File: config.mk
export PLATFORM = sky130hd
export DESIGN_NAME = bki_div
export DESIGN_NICKNAME = d
export VERILOG_FILES = /design/src/rtl/bki_pkg.sv /design/src/rtl/bki_div.sv
export SDC_FILE = /design/constraint.sdc
export NUM_CORES = 2
export LEC_CHECK = 0
export BUFFER_PORTS_ARGS = -buffer_cell sky130_fd_sc_hd__buf_2
export CAP_MARGIN = 10
export CORE_MARGIN = 2
export CORE_UTILIZATION = 60
export CTS_BUF_LIST = sky130_fd_sc_hd__clkbuf_16
export DETAILED_ROUTE_END_ITERATION = 8
export PLACE_DENSITY = 0.77
export SETUP_SLACK_MARGIN = 0.1
export SLEW_MARGIN = 10
export SYNTH_ARGS = -nofsm -noshare
export SYNTH_HDL_FRONTEND = slang
export SYNTH_SLANG_ARGS = --single-unit
File: constraint.sdc
create_clock -name clk -period 17 [get_ports clk]
set_input_delay 1.7 -clock clk [delete_from_list [all_inputs] [get_ports clk]]
set_output_delay 1.7 -clock clk [all_outputs]
set_load 0.02 [all_outputs]
File: src/rtl/bki_pkg.sv
// ----------------------------------------------------------------------------
// bki_pkg: shared widths, constants and types of the keyframe interpolator
// Widths of the segment data, the numerator datapath and the divider.
// ----------------------------------------------------------------------------
package bki_pkg;

  // Frame count and segment sizing
  localparam int CNT_W      = 7;
  localparam int MAX_SKIP   = 64;

  // Keyframe values and six-times control points
  localparam int CP_W       = 32;
  localparam int A6_W       = 36;

  // Squares, Bernstein coefficients, numerator and divider
  localparam int SQ_W        = 13;
  localparam int COEF_W      = 21;
  localparam int D_W         = 21;
  localparam int NUM_W       = 58;
  localparam int POLY_STAGES = 6;
  localparam int Q_W         = 32;
  localparam int MAG_W       = Q_W + D_W;
  localparam int DIV_STEPS   = 4;
  localparam int DIV_STAGES  = Q_W / DIV_STEPS;

  // Cycles the divisor needs to settle after a skip count write
  localparam int CFG_WAIT_W = 2;
  localparam logic [CFG_WAIT_W-1:0] CFG_SETTLE = 2'd2;

  // Saturation limits of a result value
  localparam logic [CP_W-1:0] VAL_MAX = 32'h7FFF_FFFF;
  localparam logic [CP_W-1:0] VAL_MIN = 32'h8000_0000;

  // Frame index and end-of-segment mark traveling with each evaluation
  typedef struct packed {
    logic [CNT_W-1:0] k;
    logic             last;
  } tag_t;

  // Segment end points and six-times inner control points
  typedef struct packed {
    logic signed [CP_W-1:0] p1;
    logic signed [CP_W-1:0] p2;
    logic signed [A6_W-1:0] a6;
    logic signed [A6_W-1:0] b6;
  } cp_t;

endpackage

File: src/rtl/bki_div.sv
// ----------------------------------------------------------------------------
// bki_div: pipelined restoring divider
// Divides the numerator magnitude by 6*n^3, four quotient bits per stage.
// ----------------------------------------------------------------------------
module bki_div import bki_pkg::*; (
  input  logic             clk,
  input  logic             rst,
  input  logic             in_valid,
  input  tag_t             in_tag,
  input  logic             in_neg,
  input  logic [MAG_W-1:0] in_mag,
  input  logic [D_W-1:0]   div_d,
  output logic             up_take,
  input  logic             dn_take,
  output logic             out_valid,
  output tag_t             out_tag,
  output logic             out_neg,
  output logic [Q_W-1:0]   out_quo
);

  logic [DIV_STAGES-1:0] v;
  logic [DIV_STAGES-1:0] take;
  logic [D_W-1:0]        rem      [DIV_STAGES];
  logic [Q_W-1:0]        qd       [DIV_STAGES];
  tag_t                  tg       [DIV_STAGES];
  logic                  ng       [DIV_STAGES];
  logic [D_W-1:0]        rem_src  [DIV_STAGES];
  logic [Q_W-1:0]        qd_src   [DIV_STAGES];
  tag_t                  tg_src   [DIV_STAGES];
  logic                  ng_src   [DIV_STAGES];
  logic                  v_src    [DIV_STAGES];
  logic [D_W-1:0]        rem_next [DIV_STAGES];
  logic [Q_W-1:0]        qd_next  [DIV_STAGES];

  // Let a stage load when it is empty or its content moves on
  always_comb begin
    take[DIV_STAGES-1] = !v[DIV_STAGES-1] || dn_take;
    for (int i = DIV_STAGES - 2; i >= 0; i--) begin
      take[i] = !v[i] || take[i+1];
    end
  end

  assign up_take   = take[0];
  assign out_valid = v[DIV_STAGES-1];
  assign out_tag   = tg[DIV_STAGES-1];
  assign out_neg   = ng[DIV_STAGES-1];
  assign out_quo   = qd[DIV_STAGES-1];

  // Feed each stage from the one before it
  always_comb begin
    rem_src[0] = in_mag[MAG_W-1:Q_W];
    qd_src[0]  = in_mag[Q_W-1:0];
    tg_src[0]  = in_tag;
    ng_src[0]  = in_neg;
    v_src[0]   = in_valid;
    for (int s = 1; s < DIV_STAGES; s++) begin
      rem_src[s] = rem[s-1];
      qd_src[s]  = qd[s-1];
      tg_src[s]  = tg[s-1];
      ng_src[s]  = ng[s-1];
      v_src[s]   = v[s-1];
    end
  end

  // Shift in one dividend bit, subtract the divisor where it fits
  always_comb begin
    logic [D_W-1:0] r;
    logic [Q_W-1:0] q;
    logic [D_W:0]   trial;
    logic           ge;
    r     = '0;
    q     = '0;
    trial = '0;
    ge    = 1'b0;
    for (int s = 0; s < DIV_STAGES; s++) begin
      r = rem_src[s];
      q = qd_src[s];
      for (int j = 0; j < DIV_STEPS; j++) begin
        trial = {r, q[Q_W-1]};
        ge    = (trial >= {1'b0, div_d});
        r     = ge ? D_W'(trial - {1'b0, div_d}) : trial[D_W-1:0];
        q     = {q[Q_W-2:0], ge};
      end
      rem_next[s] = r;
      qd_next[s]  = q;
    end
  end

  always_ff @(posedge clk) begin
    if (rst) begin
      v <= '0;
    end else begin
      for (int s = 0; s < DIV_STAGES; s++) begin
        if (take[s]) begin
          v[s] <= v_src[s];
        end
      end
    end
  end

  always_ff @(posedge clk) begin
    for (int s = 0; s < DIV_STAGES; s++) begin
      if (take[s]) begin
        rem[s] <= rem_next[s];
        qd[s]  <= qd_next[s];
        tg[s]  <= tg_src[s];
        ng[s]  <= ng_src[s];
      end
    end
  end

endmodule

Word level (Yosys, flattened, before mapping)
Memories as Yosys holds them, arrays and structs flattened.
Index checks and enable logic that the tools add are counted.
Operators by class
  $add $sub $neg: 32
  order comparisons: 32
  multiplexer cells: 48
  reductions and logical operators: 16
Operator list (count)
  >= comparator 22 x 21 -> 1 bit: 32
  2-to-1 mux 21 bit: 32
  subtractor 21 bit: 32
  2-to-1 mux 1 bit: 16
  logical NOT 1 bit: 8
  logical OR 1 bit: 8
Word-level totals
  flip-flop bits (word level): 8
  bits in writable memories: 496
  input port bits: 87
  output and inout port bits: 43
  word-level logic and storage cells: 140
  memories kept: 4
Memory list
  qd: words 8, width 32, rd ports 8, clocked after Yosys merged registers in 0, write ports 8, line bki_div.sv:24  | logic [Q_W-1:0] qd [DIV_STAGES];
  rem: words 8, width 21, rd ports 7, clocked after Yosys merged registers in 0, write ports 8, line bki_div.sv:23  | logic [D_W-1:0] rem [DIV_STAGES];
  tg: words 8, width 8, rd ports 8, clocked after Yosys merged registers in 0, write ports 8, line bki_div.sv:25  | tag_t tg [DIV_STAGES];
  ng: words 8, width 1, rd ports 8, clocked after Yosys merged registers in 0, write ports 8, line bki_div.sv:26  | logic ng [DIV_STAGES];

Depth between registers and ports, before layout
  depth after elaboration: 11
  mapped depth: 57
  depth with buffers taken out: 50

Worst setup path after synthesis
OpenSTA, ideal clock, no wires.
  kind: input to register
  from: in div_d[1]
  to: mem rem[4][17], data pin
  library setup time: 0.261 ns
  arrival: 13.214 ns
  required time: 16.739 ns
  path slack: 3.525 ns
  stages: 50
  path buffers: 7
  cells stage by stage: inv_1 fa_1 a211o_1 a211oi_1 o21a_1 a311o_1 and2_1 buf_2 clkbuf_1 clkbuf_1 o21ai_0 ha_1 or2_2 o311a_1 o31ai_1 a21oi_1 nor3_1 a2bb2oi_1 [14 not listed] a211oi_2 inv_2 clkbuf_1 nor2_1 a21oi_1 fa_1 a21o_1 a21oi_1 o211ai_1 a211oi_1 o31ai_1 a31o_2 a31o_2 a31oi_1 nand2_2 nand2_1 inv_2 a221o_1
RTL lines
  start: declaration: line bki_div.sv:12  | input logic [D_W-1:0] div_d,
  end: declaration: line bki_div.sv:23

==> out/results.tsv <==
metric	value	unit
remaining max-slew budget at the tightest pin	22.2	%
post-synthesis instance area	0.0531	mm²
largest stage delay on the critical path	0.66	ns
final instance area	0.0569	mm²
class of the most critical setup path	in2reg	
most used cell along the critical path	a21oi_1	
share of synthesized registers carrying an async set or reset	0	%
Worst R2R Start	qd[0][127]	
sequential area share after synthesis	27.2	%
number of remaining DRC errors	0	
Warnings, synthesis	0	
Starting DRT DRC Count	4000	
CP Max Fanout	30	
Horiz. Die Dim	301	µm
classification of the worst-slack hold path	reg2reg	
fillers	7289	
achievable frequency	0.0673	GHz
routed via count	46605	
die outline area	0.0908	mm²
maximum count of clock buffers along a single path	3	
number of cells produced by synthesis	5842	
ANT nets after route	0	
worst endpoint required time	17.45	ns
number of failing setup endpoints in the final timing report	0	
vias per inst	6.50	
origin of the worst setup path	div_d[1]	
starting density of the core	60.3	%
count of cell types in the netlist	100	
slowest CP cell	fa_1	
boundary pin count	130	
cell types with the largest area share after synthesis	edfxtp_1 (27%), ha_1 (16%), xnor2_1 (5.6%)	
Resized Gates After CTS	0	
maximum level of the CTS H-tree	2	
Final nets	6748	
count of flip-flops with a built-in enable after synthesis	475	
Setup TNS Final	0	ns
length of the first detailed-routing pass in iterations	6	
prevailing post-synth register cell	edfxtp_1	
clock-pin slew reported for the worst setup and hold paths after clock tree synthesis	0.07	ns
fraction of final layout cells with drive strength greater than 1	10.7	%
flops & latches, synth	483	
Post-CTS Setup Bufs	0	
share of Yosys cell area claimed by the top area cell type	26.9	%
Startpoint Class	input port	
minimum clock period after layout	14.86	ns
floorplan core area	0.0880	mm²
transition time of the tightest slew-check pin	1.17	ns
quantity of I/O buffers inserted on ports	129	
number of global-route vias before repair	43622	
pin count of the biggest net entering global routing	63	
final routed wire length divided by cell count	22.1	µm
number of placement rows	109	
DP HPWL	120000	µm
library cell used as clock root buffer	clkbuf_16	
TritonCTS clock tree	built	
Max Slew Vio Count	0	
Vert. Die Dim	301	µm
antenna violations before repair	1	
Final Skew	0.0499	ns
synthesized area divided by synthesized cell count	9.08	µm²
layout overhead on the synthesized area	7.28	%
number of failing hold endpoints at the final stage	0	
Hold Path Origin	qd[1][39]	
setup repair after global routing missed its margin	no	
leftover overflow at the end of global routing	0	
max cap viols	0	
number of hold-repair buffers added at the cts stage	0	
clock latency of the later-clocked register in the worst-skew pair	0.70	ns
placed cell area	0.0550	mm²
final wirelength	158000	µm
final estimated routing congestion in global placement	1.00	
largest area contributor in the netlist	edfxtp_1	
net count of the mapped netlist	6632	
gate family responsible for the most delay along the worst path	compound AO/OA/AOI/OAI gates	
CTS Buf Count	55	
worst slack, placed	1.76	ns
Worst Hold Margin	0.403	ns
GRT Total Usage	33.9	%
kind of capture point of the worst setup path	flop	
period utilisation layout	87.4	%
arrival time at the worst endpoint	15.30	ns
buffers plus inverters on the worst setup path	7	
Antenna Cells	0	
global-route wire length before repair	241000	µm
TritonCTS sink count	483	
result of the run	completed	
post-layout worst setup margin	2.14	ns
cell usage in the layout (no fill, tap or decap), types with 72 or more instances in the layout:
master and instances:
ha_1 672, a21oi_1 542, edfxtp_1 475, nand2_1 405
nor2_1 388, o21ai_0 347, xnor2_1 341, inv_1 263
mux2_2 230, a21o_1 223, xor2_1 157, nor3_1 139
buf_2 129, nand3_1 99, o21a_1 99, nand4_1 88
nor2b_1 82, buf_4 79, and3_1 72, a211oi_1 72
routing by layer:
layer	part of all wire (%)	GRT usage (%)
met5	0.0082	0
met4	5.9	18.0
met3	8.3	5.48
met2	44	53.3
met1	42	44.8
cell families after synthesis:
logic type,after synthesis,synth area share (%)
compound gates,1820,22.4
mux,356,7.43
xor+xnor,498,8.22
flops,483,27.2
fa+ha+maj,703,17.0
simple gates,1542,14.2
buf+inv,440,3.54
metrics by stage:
stage | instances | utilization (%)
floorplan | 5842 | -
global placement | 7066 | 62.6
detailed placement | 7066 | 62.6
CTS | 7169 | 64.7
global route | 7169 | 64.7
finish | 7169 | 64.7
cells in the mapped netlist (all sizes together), types with 12 or more instances:
master   count
nand2      409
mux2i       60
a221oi      15
nand3b      13
mux2       296
nor2       389
and3        72
a21oi      545
a21boi      24
o21a        99
or2         33
o211ai      37
a211oi      74
o31a        16
a2111oi     15
a31oi       41
o221ai      18
o21bai      71
nand3      100
inv        289
nor2b       82
o21ai      362
o31ai       52
buf         87
nand4       88
a221o       45
nor3       140
xnor2      341
and2        29
a22oi       26
o41ai       14
or4         13
edfxtp     475
ha         672
clkbuf      62
and4        22
xor2       157
a21o       223
nor4        17
or3         38
a211o       22
fa          31
a31o        12
nand2b      68
flip-flops by register name, summed over array words and instances, names as in the netlist:
register,cells
ng,8
v,8
tg,64
rem,147
qd,256
path summary, 6_finish.rpt:
| path | slack (ns) | cells after the start | end |
|---|---|---|---|
| max | 2.14 | 46 | rem[4][17] |
| min | 0.40 | 0 | qd[1][75] |
| max reg2reg | 3.17 | 47 | rem[4][17] |
| min reg2reg | 0.40 | 0 | qd[1][75] |
area by class of cell:
type                       count  area [µm²]  area share (%)
clock buffer                  55        1380            2.42
sequential                   483       14400            25.3
clock inverter                48         517           0.908
inverter                     291        1100            1.93
timing repair buffer         208        1240            2.18
multi-input combinational   4919       36800            64.7
tap                         1165        1460            2.56
Power is left out: the tool's default activity adds up to more than one toggle a clock period on the data nets, which glitch-free logic cannot reach.
