**config.mk**
```make
export PLATFORM = sky130hd
export DESIGN_NAME = bki_seq
export DESIGN_NICKNAME = d
export VERILOG_FILES = /design/src/rtl/bki_pkg.sv /design/src/rtl/bki_seq.sv
export SDC_FILE = /design/constraint.sdc
export NUM_CORES = 1
export LEC_CHECK = 0
export BUFFER_PORTS_ARGS = -buffer_cell sky130_fd_sc_hd__buf_2
export CAP_MARGIN = 40
export CELL_PAD_IN_SITES_DETAIL_PLACEMENT = 0
export CELL_PAD_IN_SITES_GLOBAL_PLACEMENT = 1
export CORE_UTILIZATION = 43
export DETAILED_ROUTE_END_ITERATION = 8
export PLACE_DENSITY_LB_ADDON = 0.1
export SYNTH_ARGS = -nofsm -noshare
export SYNTH_HDL_FRONTEND = slang
export SYNTH_SLANG_ARGS = --single-unit
```
**constraint.sdc**
```tcl
create_clock -name clk -period 8.3 [get_ports clk]
set_input_delay 0.83 -clock clk [delete_from_list [all_inputs] [get_ports clk]]
set_output_delay 0.83 -clock clk [all_outputs]
set_load 0.01 [all_outputs]
```
**src/rtl/bki_pkg.sv**
```systemverilog
// ----------------------------------------------------------------------------
// bki_pkg: shared widths, constants and types of the keyframe interpolator
// Widths of the segment data, the numerator datapath and the divider.
// ----------------------------------------------------------------------------
package bki_pkg;

  // Frame count and segment sizing
  localparam int CNT_W      = 7;
  localparam int MAX_SKIP   = 64;

  // Keyframe values and six-times control points
  localparam int CP_W       = 32;
  localparam int A6_W       = 36;

  // Squares, Bernstein coefficients, numerator and divider
  localparam int SQ_W        = 13;
  localparam int COEF_W      = 21;
  localparam int D_W         = 21;
  localparam int NUM_W       = 58;
  localparam int POLY_STAGES = 6;
  localparam int Q_W         = 32;
  localparam int MAG_W       = Q_W + D_W;
  localparam int DIV_STEPS   = 4;
  localparam int DIV_STAGES  = Q_W / DIV_STEPS;

  // Cycles the divisor needs to settle after a skip count write
  localparam int CFG_WAIT_W = 2;
  localparam logic [CFG_WAIT_W-1:0] CFG_SETTLE = 2'd2;

  // Saturation limits of a result value
  localparam logic [CP_W-1:0] VAL_MAX = 32'h7FFF_FFFF;
  localparam logic [CP_W-1:0] VAL_MIN = 32'h8000_0000;

  // Frame index and end-of-segment mark traveling with each evaluation
  typedef struct packed {
    logic [CNT_W-1:0] k;
    logic             last;
  } tag_t;

  // Segment end points and six-times inner control points
  typedef struct packed {
    logic signed [CP_W-1:0] p1;
    logic signed [CP_W-1:0] p2;
    logic signed [A6_W-1:0] a6;
    logic signed [A6_W-1:0] b6;
  } cp_t;

endpackage

```
**src/rtl/bki_seq.sv**
```systemverilog
// ----------------------------------------------------------------------------
// bki_seq: segment capture and frame sequencer
// Derives the inner control points of an accepted segment, holds the skip count
// and the divisor 6*(n^3), and issues one frame index per cycle while downstream takes them.
// ----------------------------------------------------------------------------
module bki_seq import bki_pkg::*; (
  input  logic                   clk,
  input  logic                   rst,
  input  logic                   cfg_valid,
  output logic                   cfg_ready,
  input  logic [CNT_W-1:0]       skip_count,
  input  logic                   seg_valid,
  output logic                   seg_stall,
  input  logic signed [CP_W-1:0] prev_value,
  input  logic signed [CP_W-1:0] start_value,
  input  logic signed [CP_W-1:0] end_value,
  input  logic signed [CP_W-1:0] next_value,
  input  logic                   has_prev,
  input  logic                   has_next,
  input  logic                   dn_take,
  output logic                   iss_valid,
  output logic [CNT_W-1:0]       iss_m,
  output tag_t                   iss_tag,
  output cp_t                    iss_cp,
  output logic [D_W-1:0]         div_d
);

  logic [CNT_W-1:0]      skip;
  logic [CNT_W-1:0]      cnt;
  logic [CNT_W-1:0]      n;
  logic [SQ_W-1:0]       n2;
  logic [CFG_WAIT_W-1:0] cfg_wait;
  logic                  act;
  logic [CNT_W-1:0]      kc;
  cp_t                   seg;
  cp_t                   seg_next;
  logic signed [A6_W-1:0] x0, x1, x2, x3;
  logic                  accept;
  logic                  take0;
  logic                  issue;
  logic                  at_last;

  assign cfg_ready = 1'b1;

  // Clamp the skip count and form n = count + 1
  assign cnt = (skip > CNT_W'(MAX_SKIP)) ? CNT_W'(MAX_SKIP) : skip;
  assign n   = cnt + CNT_W'(1);

  // Handshake of the segment channel and the issue stage
  assign take0     = !iss_valid || dn_take;
  assign issue     = act && take0;
  assign at_last   = (kc == cnt);
  assign seg_stall = (cfg_wait != '0) || (act && !(take0 && at_last));
  assign accept    = seg_valid && !seg_stall;

  // Derive six times the inner control points from the neighbors
  assign x0 = A6_W'(prev_value);
  assign x1 = A6_W'(start_value);
  assign x2 = A6_W'(end_value);
  assign x3 = A6_W'(next_value);

  always_comb begin
    seg_next.p1 = start_value;
    seg_next.p2 = end_value;
    if (has_prev) begin
      seg_next.a6 = (x1 <<< 2) + (x1 <<< 1) + x2 - x0;
    end else if (has_next) begin
      seg_next.a6 = (x1 <<< 2) + (x2 <<< 2) - (x3 <<< 1);
    end else begin
      seg_next.a6 = (x1 <<< 2) + (x2 <<< 1);
    end
    if (has_next) begin
      seg_next.b6 = (x2 <<< 2) + (x2 <<< 1) - x3 + x1;
    end else if (has_prev) begin
      seg_next.b6 = (x2 <<< 2) + (x1 <<< 2) - (x0 <<< 1);
    end else begin
      seg_next.b6 = (x1 <<< 1) + (x2 <<< 2);
    end
  end

  // Hold the skip count and wait for the divisor to settle
  always_ff @(posedge clk) begin
    if (rst) begin
      skip     <= CNT_W'(1);
      cfg_wait <= CFG_SETTLE;
    end else if (cfg_valid && cfg_ready) begin
      skip     <= skip_count;
      cfg_wait <= CFG_SETTLE;
    end else if (cfg_wait != '0) begin
      cfg_wait <= cfg_wait - CFG_WAIT_W'(1);
    end
  end

  // Build the divisor 6*n^3 through the n2 and div_d registers
  always_ff @(posedge clk) begin
    n2    <= SQ_W'(n) * SQ_W'(n);
    div_d <= (D_W'(n2) * D_W'(n)) * D_W'(6);
  end

  // Advance the frame counter; a new segment takes over at the current one's last frame
  always_ff @(posedge clk) begin
    if (rst) begin
      act <= 1'b0;
      kc  <= CNT_W'(1);
    end else begin
      if (issue) begin
        if (at_last) begin
          act <= 1'b0;
        end else begin
          kc <= kc + CNT_W'(1);
        end
      end
      if (accept) begin
        act <= (cnt != '0);
        kc  <= CNT_W'(1);
      end
    end
  end

  always_ff @(posedge clk) begin
    if (accept) begin
      seg <= seg_next;
    end
  end

  // Issue stage register
  always_ff @(posedge clk) begin
    if (rst) begin
      iss_valid <= 1'b0;
    end else if (take0) begin
      iss_valid <= act;
    end
  end

  always_ff @(posedge clk) begin
    if (take0) begin
      iss_m        <= n - kc;
      iss_tag.k    <= kc;
      iss_tag.last <= at_last;
      iss_cp       <= seg;
    end
  end

endmodule

```
Yosys cells after proc, flatten, opt, wreduce, memory -nomap -nowiden:

Index checks and enable logic that the tools add are counted.

* flip-flop bits (word level): 338
* latch bits: 0
* bits in writable memories: 0
* ROM bits: 0
* input port bits: 142
* output and inout port bits: 175
* logic and storage cells: 64
* memories kept: 0

* $add $sub $neg: 15
* $mul: 3
* divide/modulo/power cells: 0
* order comparisons: 1
* equality and inequality tests: 1
* shift operators: 0
* mux-type cells: 8
* bitwise gates (word level): 1
* reduce and logical (&&, ||, !) cells: 17

Operators by type and width (number)
* two-way mux 36 bit: 4
* adder 34 x 33 -> 35 bit: 3
* subtractor 35 x 33 -> 36 bit: 2
* adder 35 x 32 -> 36 bit: 1
* adder 36 x 32 -> 36 bit: 1
* subtractor 35 x 32 -> 36 bit: 1
* subtractor 36 x 32 -> 36 bit: 1
* adder 33 x 34 -> 35 bit: 1
* adder 34 x 34 -> 35 bit: 1
* multiplier 13 x 7 -> 20 bit: 1
* multiplier 20 x 2 -> 20 bit, second input constant: 1
* adder 7 x 1 -> 7 bit, second input constant: 2
* multiplier 7 x 7 -> 13 bit: 1
* == test 7 bit: 1
* > comparator 7 bit, second input constant: 1
* two-way mux 7 bit: 1
* nonzero test 7 bit: 1
* subtractor 7 bit: 1
* nonzero test 2 bit: 3
* logical AND 1 bit: 4
* AND reduction 2 bit: 2
* OR reduction 2 bit: 2
* zero test 1 bit: 3
* two-way mux 1 bit: 3
* 3 further kinds: 4

Longest topological paths before layout:

Gate-level depths: netlist of the first run.

* word-level depth: 11
* gate-level depth with buffers: 35
* mapped depth without buffers: 32

Worst setup path after synthesis of the first run:

No wires, ideal clock.

* path kind: register to register
* from: register skip[6]
* to: register kc[1]
* library setup time: 0.121 ns
* arrival time: 9.003 ns
* slack: -0.824 ns
* stages on the path, launching flop included: 15
* buffers on the path: 3
* period minus slack after synthesis: 9.124 ns
* cell sequence: dfxtp_1 > clkbuf_1 > inv_1 > nand2_1 > clkbuf_1 > inv_1 > ha_1 > a221oi_1 > o211ai_1 > o21a_1 > nand2b_1 > nor2_1 > or2_2 > clkbuf_1 > nor2_1

* word-level cells in the longest chain between the ends: 10
* elaborated cells between the ends (all ways): 12
* classes of those cells: order compare: 1; eq/ne: 1; mux: 1; bitwise: 1; reduce/logical: 8

RTL lines
* start, declared: line bki_seq.sv:28 `logic [CNT_W-1:0] skip;`
* start signal, assigned: line bki_seq.sv:87 `skip <= skip_count;`
* > comparator 7 bit: line bki_seq.sv:46 `assign cnt = (skip > CNT_W'(MAX_SKIP)) ? CNT_W'(MAX_SKIP) : skip;`
* two-way mux 7 bit (*): line bki_seq.sv:46
* == test 7 bit (*): line bki_seq.sv:52 `assign at_last = (kc == cnt);`
* logical AND 1 bit (*): line bki_seq.sv:53 `assign seg_stall = (cfg_wait != '0) || (act && !(take0 && at_last));`
* zero test 1 bit (*): line bki_seq.sv:53
* logical AND 1 bit (*): line bki_seq.sv:53
* logical OR 1 bit (*): line bki_seq.sv:53
* named net seg_stall: line bki_seq.sv:13 `output logic seg_stall,`
* zero test 1 bit (*): line bki_seq.sv:54 `assign accept = seg_valid && !seg_stall;`
* logical AND 1 bit (*): line bki_seq.sv:54
* named net accept: line bki_seq.sv:38 `logic accept;`
* OR reduction 2 bit (no source line) (*)
* end signal, assigned: line bki_seq.sv:110 `kc <= kc + CNT_W'(1);`
* end, declared: line bki_seq.sv:34 `logic [CNT_W-1:0] kc;`

Mark *: on every way through the listed nets, which the timed path passes. The rest lies on a longest branch.
A chain may end at the register's enable or synchronous reset.

Final worst setup path of the first run:

* from: register skip[6]
* to: register div_d[19]

* word-level cells in the longest chain between the ends: 5

RTL lines
* > comparator 7 bit: line bki_seq.sv:46
* two-way mux 7 bit (*): line bki_seq.sv:46
* adder 7 x 1 -> 7 bit (*): line bki_seq.sv:47 `assign n = cnt + CNT_W'(1);`
* multiplier 13 x 7 -> 20 bit (*): line bki_seq.sv:97 `div_d <= (D_W'(n2) * D_W'(n)) * D_W'(6);`
* multiplier 20 x 2 -> 20 bit (*): line bki_seq.sv:97
* end signal, assigned: line bki_seq.sv:97
* end, declared: line bki_seq.sv:25 `output logic [D_W-1:0] div_d`

Mark *: on every way between the ends. The rest lies on a longest branch, timed or not.

==> run metrics, run 1 <==
P_sw=0.00332 W; Final GP Congestion=~0.94; async set-reset flop share out of synthesis=0%; WP data arrival=between 7 and 8 ns; final hold viol count=0; synth unique cells=100; Max H-tree Level=2; Core Util, Final=about half; crit-path max FO=12; CP bufs+invs=6; total gr overflow=0; first drt pass iteration count=6; DRC Markers=0; CTS sink count=337; port bufs=between 300 and 400; Slew HR=~41%; switch share=about 40%; TritonCTS clock tree=built; # diodes=0; required time worst endpoint=about 9 ns; total of max-cap violations=0; Reg-to-Reg Start=skip[6]; WL/cell=around 20 um; initial drt markers=roughly 1600; CTS Buf Count=slightly above 40; Die Wd=272 um; Max VDD drop=roughly 0.00023 V; Core Area=roughly 70000 um^2; most frequent cells in the layout=inv_1 (441), ha_1 (325), buf_2 (315); share of layout cells above drive strength 1=between 10 and 15%; synth-to-layout area growth=13.0%; Least-Margin Pin Slew=around 0.89 ns; Seq pwr share=about a quarter; vias in the first global route=25026; hold_buf cts=0; vias=roughly 25000; leakage=around 17 nW; initial antenna violation count=2; largest net degree at the start of global routing=75; final WL=around 90 mm; RSZ-0062 raised after global routing=no; fmax=139 MHz; Pint=0.00491 W; row count=between 90 and 100; GRT Total Usage=24.5%; hold path startpoint=seg[79]; CP startpoint kind=flip-flop; final net count=about 4200; power per cell area=approximately 230 nW/um^2; DP HPWL=between 70 and 80 mm; Top Ports=roughly 320; number of synthesized flops with an enable pin=around 290; Mapped Avg Cell Area=a little under 10 um^2; Post-CTS Setup Bufs=0; element type at the critical path end=flip-flop; Synth Register Bits=approximately 340; Root Buffer=clkbuf_16; clock skew=about 0.022 ns; crit path from=skip[6]; part of the cycle the worst path needs=~87%; Die ar.=around 74000 um^2; max-slew violation count=0; clock share of power=21.9%; min Tclk post-route=between 7 and 8 ns; cells after synthesis=about 3200; Synthesis Warnings=0; setup violators final=0; Worst path most repeated cell=inv_1; family with the most delay on the worst path=adder cells; max incr delay on CP=0.51 ns; clk slew on worst S/H paths=about 0.060 ns; critical path's slowest cell=fa_1; Die Ht=~270 um; logic gate share of total power=52.5%; TNS Setup=0 ns; CTS Buffer Depth=3; dominant synthesized flop cell=edfxtp_1; Worst Hold Class=reg -> reg; Syn Std Cell Area=31300 um^2; PostCTS Resize Cnt=0; critical path type=reg -> reg; via/cell ratio=roughly 5.4; most common cell after layout, fill and taps aside=inv_1; worst skew pair latency=~0.59 ns; global-route wire length before repair=141 mm; sequential area share after synthesis=between 30% and 40%; Antenna Violating Nets Remaining=0; Initial Util=a little over two fifths; status=complete, no violations
==> stage by stage <==
step	instances	instance area [um^2]	setup slack, ns	total power [W]	hold WS (ns)
after global routing	4500	35400	0.452	0.00889	0.411
final	4500	35400	1.11	0.00823	0.412
after CTS	4500	35400	1.07	0.00829	0.406
after global placement	4421	34000	1.23	0.00639	0.401
after floorplan	3201	31300	0.702	0.00535	0.400
after detailed placement	4424	34000	1.10	0.00643	0.405
==> final timing paths <==
kind                endpoint  slack [ns]  cells past startpoint
setup / recovery   div_d[19]        1.11                     32
hold / removal    iss_cp[79]        0.41                      0
setup reg to reg   div_d[19]        1.11                     32
hold reg to reg   iss_cp[79]        0.41                      0
==> sequential cells by signal, indices dropped and copies added (netlist names), 2 cells and up <==
signal,count
cfg_wait,2
div_d,20
iss_cp,136
iss_m,7
iss_tag,8
kc,7
n2,12
seg,136
skip,7
==> synth_stat cells (all sizes together), types with 48 or more instances <==
cell	count	area [um^2]
dfxtp	50	1000
edfxtp	287	8620
nand3	51	255
o21ai	134	674
a211oi	53	408
nor3	48	257
inv	443	1660
xor2	93	815
nand2	167	627
fa	205	4100
and2	65	407
clkbuf	49	184
nor2	182	686
a21o	136	1020
xnor2	158	1390
a21oi	251	1260
ha	325	4070
==> power groups by stage <==
stage          Sequential [W]  Combinational [W]  Clock [W]
2_1_floorplan         0.00218            0.00318          0
5_1_grt               0.00212            0.00484    0.00192
4_1_cts               0.00211            0.00432    0.00186
3_5_place_dp          0.00214            0.00429          0
6_report              0.00211            0.00432    0.00180
3_3_place_gp          0.00214            0.00425          0
==> cells by family after synthesis <==
| family | count (synthesis) | synth area share [%] |
|---|---|---|
| AOI/OAI and AO/OA | 838 | 18.0 |
| xor gates and xnor gates | 252 | 7.12 |
| adders and majority gates | 530 | 26.1 |
| buffers and inverters | 509 | 6.13 |
| DFF | 337 | 30.7 |
| muxes | 23 | 0.740 |
| other | 2 | 0.0240 |
| and+or+nand+nor | 703 | 11.1 |
==> layout make-up <==
class / count / area, um^2
Sequential cell: 337 / 9620
Fill cell: 6718 / 36400
Tap cell: 950 / 1190
Multi-Input combinational cell: 2355 / 19800
Inverter: 443 / 1670
Clock inverter: 22 / 203
Clock buffer: 54 / 1150
Timing Repair Buffer: 339 / 1760
==> worst register-to-register path: cells and delay by family, from the launching register on <==
kind                     cells  cell delay (ns)
XOR/XNOR                     2             0.30
AO/OA/AOI/OAI               10             2.15
flip-flops                   1             0.31
buffers and inverters        6             0.66
adder cells (fa/ha/maj)      7             2.80
AND/OR/NAND/NOR              7             0.87
==> layer usage <==
layer  track usage [%]  wire length (um)
met2              39.9             41400
met1              33.8             41700
met4              6.22              2140
met3              3.96              4630
met5                 0                 0
(Power assumes the default switching activity.)
==> run 2, diff against run 1 <==
CORE_MARGIN = 2   (was unset)
PLACE_DENSITY = 0.78   (was unset)
PLACE_DENSITY_LB_ADDON = unset   (was 0.1)
==> run metrics, run 2 (synthesis results as in run 1) <==
crit-path max FO=21 (+9); post-layout instance area=35300 um^2 (-0.14%); vias=24366 (-0.63%); Die Wd=274 um (+0.74%); TNS Setup=0 ns (unchanged); max incr delay on CP=0.53 ns (+0.02 ns); Post-CTS Setup Bufs=0 (unchanged); Top Ports=317 (unchanged); most frequent cells in the layout=inv_1 (441), ha_1 (325), buf_2 (312); CP startpoint kind=flip-flop; Max VDD drop=0.000307 V (+31%); part of the cycle the worst path needs=92.5% (+5.8 points); Core Util, Final=49.2% (-0.070 points); critical path type=reg -> reg; leakage=16.5 nW (-0.26%); first drt pass iteration count=6 (unchanged); fmax=130 MHz (-6.3%); power per cell area=232 nW/um^2 (-0.54%); Slew HR=38.5% (-2.0 points); Final GP Congestion=0.890 (-5.7%); TritonCTS clock tree=built; Antenna Violating Nets Remaining=0 (unchanged); row count=98 (unchanged); global-route wire length before repair=134 mm (-4.9%); Core Area=71700 um^2 (unchanged); initial drt markers=1641 (+0.061%); largest net degree at the start of global routing=91 (+21%); register area=9620 um^2 (unchanged); Worst Hold Class=reg -> reg; total gr overflow=0 (unchanged); WP data arrival=8.14 ns (+0.48 ns); final WL=86.1 mm (-4.2%); final net count=4179 (-0.24%); clk slew on worst S/H paths=0.06 ns (about the same); DRC Markers=0 (unchanged); share of layout cells above drive strength 1=12.5% (-0.098 points); required time worst endpoint=8.77 ns (about the same); area of the multi-input gates=19800 um^2 (about the same); max-slew violation count=0 (unchanged); placed inst area=33900 um^2 (-0.20%); top flop regs=iss_cp: 136 flops, seg: 136 flops, div_d: 20 flops; critical path's slowest cell=fa_1; Initial Util=43.6% (unchanged); RSZ-0062 raised after global routing=no; DP HPWL=69.8 mm (-4.2%); initial antenna violation count=4 (+2); CTS Buf Count=40 (-2.4%); vias in the first global route=24151 (-3.5%); worst skew pair latency=0.59 ns (about the same); port bufs=314 (unchanged); min Tclk post-route=7.67 ns (+0.481 ns); status=complete, no violations; Die Ht=274 um (+0.74%); clock skew=0.0223 ns (+0.000708 ns); GRT Total Usage=23.1% (-1.4 points); element type at the critical path end=flip-flop; final hold viol count=0 (unchanged); total of max-cap violations=0 (unchanged); CTS sink count=337 (unchanged); R2R Setup Slk=0.63 ns (-0.48 ns); Reg2Reg Depth=33 (+3.1%); most common cell after layout, fill and taps aside=inv_1; synth-to-layout area growth=12.9%; setup violators final=0 (unchanged); Root Buffer=clkbuf_16; Hold Path Stages=0 (unchanged); # fillers=6736 (+0.27%); Worst path most repeated cell=inv_1; Final Power=0.00818 W (-0.68%); WL/cell=19.2 um (-4.0%); CTS Buffer Depth=3 (unchanged); Max H-tree Level=2 (unchanged); Least-Margin Pin Slew=0.922 ns (+0.0305 ns); Die ar.=74900 um^2 (+1.5%); via/cell ratio=5.43 (-0.43%)
-- run 2: final cells by class --
cell class | count | area share (%)
sequential | 337 | 27.2
tap | 950 | 3.37
antenna | 3 | 0.0213
timing repair buffer | 330 | 4.80
inverter | 443 | 4.72
clock inverter | 28 | 0.907
multi-input combinational | 2355 | 56.0
clock buffer | 45 | 2.92
-- run 2: critical path: cells and delay by family, from the launching register on --
kind | cells | cell delay (ns)
and+or+nand+nor | 5 | 0.59
xor gates and xnor gates | 2 | 0.44
AOI/OAI and AO/OA | 10 | 2.13
adders and majority gates | 7 | 2.86
DFF | 1 | 0.31
buffers and inverters | 9 | 1.21
-- run 2: stage by stage --
| step | setup WS (ns) | std cells | hold WS, ns |
|---|---|---|---|
| global placement | 0.585 | 4414 | 0.400 |
| floorplan | 0.702 | 3201 | 0.400 |
| global route | 0.0453 | 4491 | 0.415 |
| finish | 0.626 | 4491 | 0.410 |
| detailed placement | 0.446 | 4414 | 0.405 |
| CTS | 0.403 | 4487 | 0.412 |
-- run 2: where the power goes --
part | internal [W] | total [W] | switching, W | leakage, nW
Clock | 0.00104 | 0.00180 | 0.000762 | 0.656
Combinational | 0.00180 | 0.00427 | 0.00246 | 12.6
Sequential | 0.00205 | 0.00211 | 0.0000615 | 3.26
-- run 2: what timing repair did --
item,4_1_cts,5_1_grt
endpoints found under the setup margin,0,2
hold buffers,0,0
resized for setup,0,1
-- run 2: path summary, 6_finish.rpt --
kind / from / to
min reg2reg: seg[67] / iss_cp[67]
min: seg[67] / iss_cp[67]
max: skip[6] / div_d[19]
max reg2reg: skip[6] / div_d[19]
-- run 2: per-layer routing --
| metal | track usage (%) | share of wire (%) | vias up |
|---|---|---|---|
| li1 | - | - | 11869 |
| met1 | 32.9 | 47 | 11778 |
| met2 | 36.5 | 45 | 606 |
| met3 | 3.34 | 5.6 | 113 |
| met4 | 6.38 | 2.5 | 0 |
| met5 | 0 | 0 | - |
==> run 3, diff against run 2 <==
GPL_TIMING_DRIVEN = 0   (was unset)
==> run metrics, run 3 (synthesis results as in run 1) <==
status=complete, no violations; Die Ht=274 um (unchanged); P_sw=0.00334 W (+1.7%); vias in the first global route=24442 (+1.2%); hold path startpoint=seg[17]; GRT Total Usage=24.5% (+1.4 points); Root Buffer=clkbuf_16; leakage=16.6 nW (+0.67%); Initial Util=43.6% (unchanged); CTS sink count=337 (unchanged); largest net degree at the start of global routing=78 (-14%); most common cell after layout, fill and taps aside=inv_1; Slew HR=42.5% (+4.0 points); Least-Margin Pin Slew=0.860 ns (-0.0616 ns); Die Wd=274 um (unchanged); Reg2Reg Depth=32 (-3.0%); Max H-tree Level=2 (unchanged); max incr delay on CP=0.50 ns (-0.03 ns); DP HPWL=75.7 mm (+8.5%); switch share=40.9% (+0.73 points); RSZ-0062 raised after global routing=no; via/cell ratio=5.47 (+0.84%); element type at the critical path end=flip-flop; Max VDD drop=0.000265 V (-14%); worst skew pair latency=0.59 ns (about the same); clock share of power=21.1% (-0.9 points); WL/cell=20.3 um (+5.7%); initial drt markers=1710 (+4.2%); share of layout cells above drive strength 1=12.4% (-0.11 points); global-route wire length before repair=141 mm (+4.9%); logic gate share of total power=53.2% (+1.0 points); critical path type=reg -> reg; row count=98 (unchanged); DRC Markers=0 (unchanged); TritonCTS clock tree=built; Worst Hold Endpoint=iss_cp[17]; Final GP Congestion=0.969 (+8.8%); min Tclk post-route=7.67 ns (-0.00413 ns); final hold viol count=0 (unchanged); Final Power=0.00817 W (-0.13%); fmax=130 MHz (about the same); Reg-to-Reg Start=skip[6]; most frequent cells in the layout=inv_1 (441), ha_1 (325), buf_2 (312); Core Area=71700 um^2 (unchanged); Top Ports=317 (unchanged); Reg-to-Reg End=div_d[19]; top flop regs=iss_cp: 136 flops, seg: 136 flops, div_d: 20 flops; clk slew on worst S/H paths=0.06 ns (about the same); first drt pass iteration count=5 (-1); port bufs=311 (-0.96%); hold_buf cts=0 (unchanged); CTS Buf Count=40 (unchanged); Antenna Violating Nets Remaining=0 (unchanged); synth-to-layout area growth=14.0%; required time worst endpoint=8.75 ns (-0.02 ns); CP startpoint kind=flip-flop; max-slew violation count=0 (unchanged); Worst Hold Class=reg -> reg; Pint=0.00482 W (-1.4%); total gr overflow=0 (unchanged); crit path from=skip[6]; Hold Path Stages=0 (unchanged); TNS Setup=0 ns (unchanged); CTS Buffer Depth=3 (unchanged); initial antenna violation count=3 (-1); R2R Setup Slk=0.63 ns (about the same); total of max-cap violations=0 (unchanged); final WL=92.3 mm (+7.2%); clock skew=0.0208 ns (-0.00148 ns); Die ar.=74900 um^2 (unchanged); part of the cycle the worst path needs=92.4% (about the same); setup violators final=0 (unchanged); crit-path max FO=16 (-24%); vias=24920 (+2.3%); critical path's slowest cell=fa_1; Post-CTS Setup Bufs=0 (unchanged); final net count=4242 (+1.5%); power per cell area=229 nW/um^2 (-1.1%); Seq pwr share=25.8% (about the same); WP data arrival=8.12 ns (-0.02 ns); Worst path most repeated cell=inv_1
-- run 3: cell count changes in the layout (fill, tap and decap cells not counted), moves of 2 or more --
cell / change
clkbuf_1: +46
clkinv_1: +2
buf_12: +4
bufinv_16: -3
buf_1: +15
buf_8: +9
buf_4: -15
buf_6: +2
-- run 3: critical path: cells and delay by family, from the launching register on --
kind / cells / cell delay (ns)
AOI/OAI and AO/OA: 10 / 1.99
xor gates and xnor gates: 2 / 0.37
adders and majority gates: 7 / 2.82
buffers and inverters: 6 / 0.82
DFF: 1 / 0.48
and+or+nand+nor: 7 / 1.04
-- run 3: per-stage QoR --
stage	utilization (%)	hold WS [ns]	setup WS, ns	cell area (um^2)	std cells
after floorplan	-	0.400	0.702	31300	3201
after global routing	49.7	0.416	0.0713	35700	4553
after detailed placement	47.9	0.405	-0.902	34300	4480
after CTS	49.7	0.399	0.0870	35600	4552
after global placement	47.5	0.400	-1.00	34100	4462
final	49.7	0.403	0.631	35700	4555
-- run 3: final cells by class --
type	instances	area, um^2
multi-input cells	2355	19800
diodes	3	7.51
clock buffers	46	1040
clock inverters	28	244
inverters	443	1670
flip-flops and latches	337	9620
fillers	6809	36100
repair buffers	329	1830
well taps	950	1190
plain buffers	64	250
-- run 3: timing repair --
action / CTS / global route
gates cloned: 0 / 0
endpoints found under the setup margin: 8 / 4
gates resized for setup: 4 / 3
pin swaps: 0 / 0
-- run 3: per-layer routing --
metal	share of wire [%]	track usage, %	up-vias
met5	0	0	-
met4	2.3	6.00	0
met3	5.7	3.10	113
met2	46	39.9	733
met1	46	34.5	12077
li1	-	-	11997
-- run 3: power by group through the flow --
stage	Clock [W]	Sequential [W]	Combinational [W]
detailed placement	0	0.00214	0.00427
floorplan	0	0.00218	0.00318
CTS	0.00177	0.00211	0.00431
global route	0.00183	0.00212	0.00485
global placement	0	0.00215	0.00425
finish	0.00172	0.00211	0.00434
-- run 3: worst max-delay path by stage --
stage                           end  cells after the start
after floorplan           div_d[19]                     34
after detailed placement  div_d[19]                     34
after global placement        kc[3]                     14
after CTS                 div_d[19]                     32
final                     div_d[19]                     32
after global routing      div_d[19]                     32
